===== src/rsc_ram.sv =====
// Generic simple dual-port RAM: one write port, one registered read port.
// Read data updates only on a read enable and holds otherwise.
// No dependencies.
`default_nettype none

module rsc_ram #(
   parameter int WIDTH = 8,
   parameter int DEPTH = 256
) (
   input  wire                                     clock,
   input  wire                                     wr_en,
   input  wire  [((DEPTH > 1) ? $clog2(DEPTH) : 1)-1:0] wr_addr,
   input  wire  [WIDTH-1:0]                        wr_data,
   input  wire                                     rd_en,
   input  wire  [((DEPTH > 1) ? $clog2(DEPTH) : 1)-1:0] rd_addr,
   output logic [WIDTH-1:0]                        rd_data
);

   logic [WIDTH-1:0] mem_ff [DEPTH];
   logic [WIDTH-1:0] rd_data_ff;

   always_ff @(posedge clock) begin
      if (wr_en) begin
         mem_ff[wr_addr] <= wr_data;
      end
      if (rd_en) begin
         rd_data_ff <= mem_ff[rd_addr];
      end
   end

   assign rd_data = rd_data_ff;

endmodule

`default_nettype wire


===== config.mk =====
export PLATFORM = sky130hd
export DESIGN_NAME = rsc_ram
export DESIGN_NICKNAME = d
export VERILOG_FILES = /design/src/rsc_ram.sv
export SDC_FILE = /design/constraint.sdc
export NUM_CORES = 2
export LEC_CHECK = 0
export ABC_AREA = 1
export BUFFER_PORTS_ARGS = -buffer_cell sky130_fd_sc_hd__buf_4
export CAP_MARGIN = 0
export CORE_ASPECT_RATIO = 0.7
export CORE_MARGIN = 1.5
export CORE_UTILIZATION = 57
export CTS_BUF_LIST = sky130_fd_sc_hd__clkbuf_4
export DETAILED_ROUTE_END_ITERATION = 6
export PLACE_DENSITY = 0.76
export SETUP_SLACK_MARGIN = 0.5
export SKIP_CTS_REPAIR_TIMING = 1
export SLEW_MARGIN = 20
export SYNTH_ARGS = -nofsm -noshare
export SYNTH_HDL_FRONTEND = slang
export SYNTH_SLANG_ARGS = --single-unit

===== constraint.sdc =====
create_clock -name clock -period 2.4 [get_ports clock]
set_clock_uncertainty 0.05 [all_clocks]
set_input_delay 0.48 -clock clock [delete_from_list [all_inputs] [get_ports clock]]
set_output_delay 0.48 -clock clock [all_outputs]
set_load 0.01 [all_outputs]

==> results.txt <==
TritonCTS Buffers -> 472
Reg-to-reg slack, setup -> 0.51 ns
Most frequent cells in the layout -> nand2_1 (2,123), edfxtp_1 (2,056), nand3_1 (1,960), clkbuf_4 (676), buf_4 (526)
Max stage delay cell, worst path -> edfxtp_1
Iter 0 DRT Violations -> 9,644
CP Launch Type -> flop
Die Span Y -> 323 um
Final count of hold timing violations -> 41
Sequential-to-total area share from yosys stat -> 0.740
HP Start -> wr_addr[3]
Failing checks -> DRC, hold timing, setup timing
Starting density of the core -> 0.574
Root Buffer -> clkbuf_4
Logic depth of the worst register-to-register path -> 10
Fillers -> 10.2k
Top-Level Pins -> 35
Clock slew at reported path FFs -> 0.06 ns
Worst hold path type -> input port to flop
Hold Crit Depth -> 7
CP arrival -> 2.25 ns
Final setup viols -> 8
Area after DPL -> 0.0904 mm2
Initial antenna violation count -> 9
Fin. max-slew vios -> 0
Detailed placement HPWL -> 145,000 um
Worst-path fanout max -> 1
Required time worst endpoint -> 1.87 ns
Top cell family by delay on the critical path -> flip-flops
Clock Path Buffers -> 4
Clock sinks -> 2,056
WHS Endpoint -> mem_ff[100][7]
Unique masters post-synth -> 13
Drc violations -> 1
Clk_lat worst skew -> 1.44 ns
RSZ-0062 raised after global routing -> true
Crit share post-route -> 1.16
H-Tree Depth -> 5
Design area -> 0.0967 mm2
Buffers and inverters on the worst path -> 1
Syn-to-layout area delta -> 15.9%
CP cell instances -> buf_6
Crit end category -> primary output
Drt via density -> 6.06
Overall Global Routing Usage -> 0.317
Die Wd -> 460 um
Commonest non-fill, non-tap cell in the layout -> nand2_1
Synth Net Count -> 7,030
Crit-path max cell delay -> 0.68 ns
Remaining Overflow, GRT -> 0
Layout cells sized above 1 -> 0.180
PortBufs -> 34
Vias in the first global route -> 58.4k
Reg-to-Reg End -> rd_data[2]
Max Cap Viol -> 0
First-pass GRT wire length -> 352,000 um
Syn_area_per_cell -> 11.9 um2
CTS tree -> built
Core area -> 0.145 mm2
Worst-Margin Slew -> 1.02 ns
Total number of vias -> 60.6k
#FFs+latches synth -> 2,056
Routed WL per cell -> 23.7 um
Initial DRT Pass Iterations -> 7
Leak -> 0.0353 uW
Total wire length -> 237,000 um
Mapped Cells -> 7,003
Pwr Density -> 743 mW/mm2
Cell area after synthesis -> 0.0835 mm2
Min Tclk post-route -> 2.78 ns
Final WS setup -> -0.384 ns
Reg-to-Reg Start -> mem_ff[235][2]
Relative slew slack -> 0.319
DRT antenna net count -> 0
Status -> finished, violations left
Largest net degree at the start of global routing -> 96
Synth Warn # -> 0
FP Rows -> 117
DIE AREA -> 0.149 mm2
Total negative setup slack -> -2.25 ns
Worst hold slack -> -0.0548 ns
Maximum vdd drop -> 0.492 mV
Max frequency -> 359 MHz
Crit Path Class -> flop to primary output
Placer congestion estimate -> 0.952
Final nets -> 7,721
==> routing by layer <==
| metal | vias up | global-route usage | wire length [um] |
|---|---|---|---|
| met2 | 4583 | 0.461 | 104000 |
| met1 | 28813 | 0.448 | 89000 |
| li1 | 26563 | - | - |
| met5 | - | 0 | 33 |
| met3 | 604 | 0.0928 | 34900 |
| met4 | 6 | 0.140 | 8310 |
==> logic make-up (layout without fill, tap and decap cells) <==
logic type / Yosys count / count (layout) / synth area share
other: 0 / 16 / 0
flip-flops: 2056 / 2056 / 0.740
AND/OR/NAND/NOR: 4425 / 4425 / 0.229
buffers and inverters: 522 / 1536 / 0.0312
==> how the worst max path moves through the flow <==
stage / to / slack [ns] / startpoint / depth (start not counted)
CTS: rd_data[0] / -0.43 / rd_data[0] / 1
global placement: rd_data[3] / -0.44 / rd_addr[0] / 13
detailed placement: rd_data[2] / -0.44 / rd_addr[0] / 14
finish: rd_data[3] / -0.38 / rd_data[3] / 1
global route: rd_data[4] / -0.43 / rd_data[4] / 1
floorplan: mem_ff[162][0] / 0.38 / wr_en / 4
==> area by class of cell <==
cell class	instances	area (um2)	share of cell area
Antenna cell	16	40.0	0.000414
Clock buffer	676	5070	0.0525
Clock inverter	121	639	0.00661
Inverter	39	180	0.00186
Multi-Input combinational cell	4425	19500	0.201
Sequential cell	2056	61700	0.638
Tap cell	1963	2460	0.0254
Timing Repair Buffer	700	7110	0.0735
==> registers in the layout (all words and copies together) (netlist names) <==
signal / flops
rd_data: 8
mem_ff: 2048
==> report_power, final <==
part	leakage (uW)	total [uW]	switching [uW]	internal, uW
Sequential	0.0185	39600	60.8	39600
Clock	0.00340	27000	13500	13500
Combinational	0.0134	5220	3640	1580
Total	0.0353	71800	17200	54600
==> synth_stat cells, drive strengths merged <==
| cell type | n | area share |
|---|---|---|
| nand2 | 2123 | 0.095 |
| edfxtp | 2056 | 0.74 |
| nand3 | 2019 | 0.12 |
| buf | 371 | 0.024 |
| nor2 | 283 | 0.013 |
| clkbuf | 112 | 0.0050 |
| inv | 39 | 0.0018 |
==> metrics by stage <==
stage	hold WS, ns	utilization	setup slack, ns	power (uW)	cells
after floorplan	0.529	-	0.379	42900	7003
after global placement	0.757	0.622	-0.442	45200	9163
after detailed placement	0.767	0.622	-0.441	45400	9163
after CTS	-0.709	0.661	-0.427	71800	9960
after global routing	-0.0529	0.665	-0.429	74200	9985
final	-0.0548	0.665	-0.384	71800	9996
Power figures use the tool's default switching activity.
