## src/rsc_pkg.sv

```systemverilog
// Shared types and constants for the Reed-Solomon syndrome calculator.
// Holds command codes, register indexes, port widths and sequencer control types.
// No dependencies.
`default_nettype none

package rsc_pkg;

   // Widths of the fixed port fields
   localparam int CMD_W        = 2;
   localparam int TBL_IDX_W    = 8;
   localparam int SYM_PORT_W   = 8;
   localparam int SYN_IDX_W    = 4;
   localparam int SYN_COUNT_W  = 5;
   localparam int FIELD_SIZE_W = 9;
   localparam int CSR_IDX_W    = 1;
   localparam int CSR_DATA_W   = 9;

   localparam logic [SYN_COUNT_W-1:0]  SYN_COUNT_RST  = 5'd16;
   localparam logic [FIELD_SIZE_W-1:0] FIELD_SIZE_RST = 9'd256;

   typedef enum logic [CMD_W-1:0] {
      CMD_LOG_WR  = 2'd0,
      CMD_ALOG_WR = 2'd1,
      CMD_DATA    = 2'd2
   } cmd_type;

   typedef enum logic [CSR_IDX_W-1:0] {
      CSR_SYN_COUNT  = 1'b0,
      CSR_FIELD_SIZE = 1'b1
   } csr_index_type;

   typedef enum logic [3:0] {
      ST_IDLE,
      ST_CAPV,
      ST_RD,
      ST_LP,
      ST_LA,
      ST_AL1,
      ST_AL2,
      ST_WR,
      ST_ORD,
      ST_OLD
   } seq_state_type;

   typedef enum logic [1:0] {
      LOG_SRC_REQ,
      LOG_SRC_POW,
      LOG_SRC_ALPHA
   } log_src_type;

   typedef enum logic [1:0] {
      ALOG_SRC_ALPHA,
      ALOG_SRC_SUM_DATA,
      ALOG_SRC_SUM_POW
   } alog_src_type;

   typedef struct packed {
      logic         log_rd;
      log_src_type  log_src;
      logic         alog_rd;
      alog_src_type alog_src;
      logic         st_rd;
      logic         st_wr;
      logic         cap_lv;
      logic         cap_stage;
      logic         cap_lp;
      logic         cap_la;
      logic         cap_prod;
      logic         out_ld;
      logic         out_last;
      logic         clear_valid;
   } ctl_type;

endpackage

`default_nettype wire

```

## src/rsc_seq.sv

```systemverilog
// Sequencer of the syndrome calculator: walks the accumulators per data beat
// and at a block end reads them out for the result channel. Uses rsc_pkg.
`default_nettype none

module rsc_seq
   import rsc_pkg::*;
#(
   parameter int MAX_SYNDROMES = 16
) (
   input  wire                        clock,
   input  wire                        reset,
   input  wire                        req_valid,
   input  wire  [CMD_W-1:0]           req_cmd,
   input  wire                        req_block_end,
   input  wire  [SYN_COUNT_W-1:0]     syn_count,
   input  wire                        out_free,
   output logic                       req_stall,
   output logic [((MAX_SYNDROMES > 1) ? $clog2(MAX_SYNDROMES) : 1)-1:0] idx,
   output ctl_type                    ctl
);

   localparam int IDX_W = (MAX_SYNDROMES > 1) ? $clog2(MAX_SYNDROMES) : 1;
   localparam int CNT_W = $clog2(MAX_SYNDROMES + 1);
   localparam int CMP_W = SYN_COUNT_W + 1;

   seq_state_type    state_ff, state_in;
   logic [IDX_W-1:0] i_ff, i_in;
   logic             last_ff, last_in;

   logic             accept_data;
   logic             idx_end;
   logic             emit_last;
   logic [CNT_W-1:0] n_sat;

   assign accept_data = req_valid && (state_ff == ST_IDLE) && (req_cmd == CMD_DATA);
   assign idx_end     = (i_ff == IDX_W'(MAX_SYNDROMES - 1));
   assign n_sat       = ({1'b0, syn_count} > CMP_W'(MAX_SYNDROMES)) ?
                        CNT_W'(MAX_SYNDROMES) : CNT_W'(syn_count);
   assign emit_last   = ((CNT_W'(i_ff) + CNT_W'(1)) == n_sat);

   // next state
   always_comb begin
      state_in = state_ff;
      unique case (state_ff)
         ST_IDLE: begin
            if (accept_data) begin
               state_in = ST_CAPV;
            end
         end
         ST_CAPV: state_in = ST_RD;
         ST_RD:   state_in = ST_LP;
         ST_LP:   state_in = ST_LA;
         ST_LA:   state_in = ST_AL1;
         ST_AL1:  state_in = ST_AL2;
         ST_AL2:  state_in = ST_WR;
         ST_WR: begin
            if (!idx_end) begin
               state_in = ST_RD;
            end else if (last_ff && (n_sat != '0)) begin
               state_in = ST_ORD;
            end else begin
               state_in = ST_IDLE;
            end
         end
         ST_ORD:  state_in = ST_OLD;
         ST_OLD: begin
            if (out_free) begin
               state_in = emit_last ? ST_IDLE : ST_ORD;
            end
         end
         default: state_in = ST_IDLE;
      endcase
   end

   // counter and block-end flag
   always_comb begin
      i_in    = i_ff;
      last_in = accept_data ? req_block_end : last_ff;
      if (state_ff == ST_WR) begin
         i_in = idx_end ? '0 : i_ff + IDX_W'(1);
      end else if ((state_ff == ST_OLD) && out_free) begin
         i_in = emit_last ? '0 : i_ff + IDX_W'(1);
      end
   end

   always_ff @(posedge clock) begin
      if (reset) begin
         state_ff <= ST_IDLE;
         i_ff     <= '0;
         last_ff  <= 1'b0;
      end else begin
         state_ff <= state_in;
         i_ff     <= i_in;
         last_ff  <= last_in;
      end
   end

   // outputs
   always_comb begin
      ctl          = '0;
      ctl.log_src  = LOG_SRC_REQ;
      ctl.alog_src = ALOG_SRC_ALPHA;
      unique case (state_ff)
         ST_IDLE: begin
            ctl.log_rd = accept_data;
         end
         ST_CAPV: begin
            ctl.cap_lv = 1'b1;
         end
         ST_RD: begin
            ctl.st_rd   = 1'b1;
            ctl.alog_rd = 1'b1;
         end
         ST_LP: begin
            ctl.cap_stage = 1'b1;
            ctl.log_rd    = 1'b1;
            ctl.log_src   = LOG_SRC_POW;
         end
         ST_LA: begin
            ctl.cap_lp  = 1'b1;
            ctl.log_rd  = 1'b1;
            ctl.log_src = LOG_SRC_ALPHA;
         end
         ST_AL1: begin
            ctl.cap_la   = 1'b1;
            ctl.alog_rd  = 1'b1;
            ctl.alog_src = ALOG_SRC_SUM_DATA;
         end
         ST_AL2: begin
            ctl.cap_prod = 1'b1;
            ctl.alog_rd  = 1'b1;
            ctl.alog_src = ALOG_SRC_SUM_POW;
         end
         ST_WR: begin
            ctl.st_wr       = 1'b1;
            ctl.clear_valid = idx_end && last_ff && (n_sat == '0);
         end
         ST_ORD: begin
            ctl.st_rd = 1'b1;
         end
         ST_OLD: begin
            ctl.out_ld      = out_free;
            ctl.out_last    = emit_last;
            ctl.clear_valid = out_free && emit_last;
         end
         default: begin
            ctl.log_rd = 1'b0;
         end
      endcase
   end

   assign req_stall = (state_ff != ST_IDLE);
   assign idx       = i_ff;

endmodule

`default_nettype wire

```

## config.mk

```make
export PLATFORM = sky130hd
export DESIGN_NAME = rsc_seq
export DESIGN_NICKNAME = d
export VERILOG_FILES = /design/src/rsc_pkg.sv /design/src/rsc_seq.sv
export SDC_FILE = /design/constraint.sdc
export NUM_CORES = 1
export LEC_CHECK = 0
export CAP_MARGIN = 20
export CORE_MARGIN = 2
export CORE_UTILIZATION = 50
export CTS_CLUSTER_SIZE = 16
export DETAILED_ROUTE_END_ITERATION = 16
export DONT_BUFFER_PORTS = 1
export GPL_TIMING_DRIVEN = 0
export PLACE_DENSITY = 0.75
export SLEW_MARGIN = 25
export SYNTH_ARGS = -nofsm -noshare
export SYNTH_HDL_FRONTEND = slang
export SYNTH_SLANG_ARGS = --single-unit
```

## constraint.sdc

```tcl
create_clock -name clock -period 2.8 [get_ports clock]
set_clock_uncertainty 0.2 [all_clocks]
set_input_delay 0.56 -clock clock [delete_from_list [all_inputs] [get_ports clock]]
set_output_delay 0.56 -clock clock [all_outputs]
set_load 0.005 [all_outputs]
```

==> run summary <==
Final Routed Wirelength -> 1750 um
routed via count -> 760
Final WS setup -> 0.115 ns
reg2reg start -> idx[0]$_SDFFE_PP0P_
Reg2Reg Depth -> 7
fin crit period -> 2.68 ns
total clock buffers created by CTS -> 3
Design Area, Final -> 866 sq um
crit path to -> ctl[1]
drt pass-1 iters -> 4
Post-Synthesis Cells -> 105
syn_nets -> 118
CP Class -> flip-flop to output pin
port bufs -> 0
final core occ -> 57.5%
xor/xnor share of the synthesized area -> 6.44%
later-pin clock latency in the skew report -> 0.27 ns
Post-DP Area -> 817 sq um
Top FF cell, synth -> dfxtp_1
Final period util -> 95.9%
starting density of the core -> 52.9%
final hold viol count -> 0
HPWL after detailed placement -> 1340 um
Sink Count -> 9
first-pass GRT wire length -> 2770 um
peak supply drop -> 0.000191 V
GR Util All Layers -> 19.0%
global route overflow -> 0
P per Cell Area -> 326 nW/um^2
DR WL/cell -> 13.9 um
DR WL met2 -> 775 um
most common cell after layout, fill and taps aside -> nor2_1
fin nets -> 124
CP delay by family, top -> simple AND/OR/NAND/NOR gates
CTS tree -> done
post-synthesis compound-gate area fraction -> 16.2%
Die W -> 43.9 um
routed length on met3 -> 184 um
max layer used -> met4
max-slew violations -> 0
simple-gate share of the synthesized area -> 41.3%
CP required -> 2.04 ns
CP max FO -> 7
antenna violation net count after detailed routing -> 0
share of cells above drive strength 1 -> 18.2%
Hold Crit Class -> input port to flip-flop
post-synth cell types -> 45
Synth Warn # -> 0
Crit-path slowest cell -> dfxtp_2
Post-synth EDFFs -> 0
clock tree buffer depth -> 2
leakage power -> 0.324 nW
Avg Inst Size Synth -> 7.59 sq um
initial antenna violation count -> 0
endpoints failing setup -> 0
Sum Neg Setup Slack -> 0 ns
hold slack -> 0.201 ns
worst slack, placed -> 0.133 ns
largest family of logic cells by synthesized area -> simple AND/OR/NAND/NOR gates
cell area after synthesis -> 797 sq um
vias per cell -> 6.03
flop2flop setup slack -> 0.75 ns
CTS root buf -> clkbuf_4
# hold bufs at CTS -> 0
Met1 Routed Length -> 778 um
status -> finished clean
Startpoint Class -> flip-flop
Worst path depth -> 6
Max Clk Rate -> 372 MHz
DRC errors left -> 0
CP max stage delay -> 0.42 ns
Reg-to-Reg End -> idx[2]$_SDFFE_PP0P_
Crit. Startpoint -> idx[0]$_SDFFE_PP0P_
Slew @ Worst Pin -> 0.441 ns
antenna cells -> 0
asr flop ratio synth -> 0%
FF+latch count, synth -> 9
Area Growth Syn to Fin -> 8.63%
CP Cell Sequence -> ha_4 > or3b_1 > a21oi_2 > nor2_1 > nor3_4 > and4bb_1
RSZ-0062 raised after global routing -> no
Buffers & Inverters on Critical Path -> 0
CTS clk-pin slew, worst paths -> 0.07 ns
I/O Pins -> 33
die area -> 1930 sq um
adder-cell share of the synthesized area -> 1.57%
die height -> 43.9 um
maximum capacitance violations -> 0
area of the core -> 1510 sq um
largest net degree at the start of global routing -> 11
Critical Path End Type -> output pin
cell row count -> 14
WP data arrival -> 1.92 ns
sequential area share after synthesis -> 22.6%
Final Wtd Congestion -> 0.766
H-tree Lvls -> 1
vias in the first global route -> 640
initial drt markers -> 24
post-synthesis mux area share -> 3.92%
most frequent cells in the layout -> 14 x nor2_1, 9 x nand2_1, 7 x dfxtp_1, 6 x nand2b_1, 6 x nor3_1
relative slew slack -> 70.4%
sequential cells by signal (all words and copies together), names as in the netlist:
name	count
idx	4
state_ff	4
last_ff	1
through the flow:
stage               instances  power (mW)
finish                    126       0.282
global route              126       0.296
CTS                       125       0.285
detailed placement        121       0.179
global placement          121       0.178
floorplan                 105       0.172
logic make-up after synthesis:
family / after synthesis
AO/OA/AOI/OAI: 18
XOR/XNOR: 5
adder cells (fa/ha/maj): 1
buffers and inverters: 13
flip-flops: 9
multiplexers: 3
AND/OR/NAND/NOR: 56
how the worst min path moves through the flow:
stage                          from                       end  slack (ns)  cells after the start
2_1_floorplan   idx[1]$_SDFFE_PP0P_       idx[1]$_SDFFE_PP0P_        0.28                      2
3_5_place_dp   last_ff$_SDFFE_PP0P_      last_ff$_SDFFE_PP0P_        0.32                      2
5_1_grt                    out_free  state_ff[0]$_SDFFE_PP0P_        0.19                      1
3_3_place_gp   last_ff$_SDFFE_PP0P_      last_ff$_SDFFE_PP0P_        0.31                      2
4_1_cts                    out_free  state_ff[0]$_SDFFE_PP0P_        0.20                      1
6_report                   out_free  state_ff[0]$_SDFFE_PP0P_        0.20                      1
cell usage after synthesis, types with 3 or more instances:
| cell type | number | area share (%) |
|---|---|---|
| o21ai_1 | 4 | 2.5 |
| nor2_1 | 14 | 6.6 |
| buf_2 | 3 | 1.9 |
| inv_1 | 4 | 1.9 |
| buf_4 | 3 | 2.8 |
| nor3_1 | 6 | 3.8 |
| nand2b_1 | 6 | 4.7 |
| or4_1 | 3 | 2.8 |
| dfxtp_1 | 9 | 23 |
| nand2_1 | 9 | 4.2 |
metal layers:
layer / GRT usage (%) / vias up
met1: 24.7 / 335
li1: - / 385
met3: 6.67 / 2
met5: 0 / -
met2: 29.7 / 38
met4: 5.45 / 0
worst register-to-register path, stage by stage (launching register included):
cell	delay, ns
dfxtp_2	0.42
ha_4	0.24
and4b_1	0.18
a31oi_1	0.13
o32a_1	0.25
nor3_4	0.08
buf_4	0.14
a2111oi_2	0.32
report_power, final:
part	internal, mW	switching (mW)	total, mW
registers	0.131	0.00219	0.133
logic	0.0189	0.0249	0.0438
clock network	0.0551	0.0505	0.106
cell type report:
class	count	area, sq um
multi-input combinational	83	566
inverter	4	15.0
sequential	9	183
buffer	9	48.8
clock buffer	4	26.3
fill	150	641
timing repair buffer	1	7.51
tap	16	20.0
repair_timing:
item / CTS / global route
buffers inserted: 0 / 1
setup endpoints to repair: 2 / 2
resized for setup: 4 / 0
hold endpoints to repair: 0 / 0
pin swaps: 0 / 1
(Power assumes the default switching activity.)
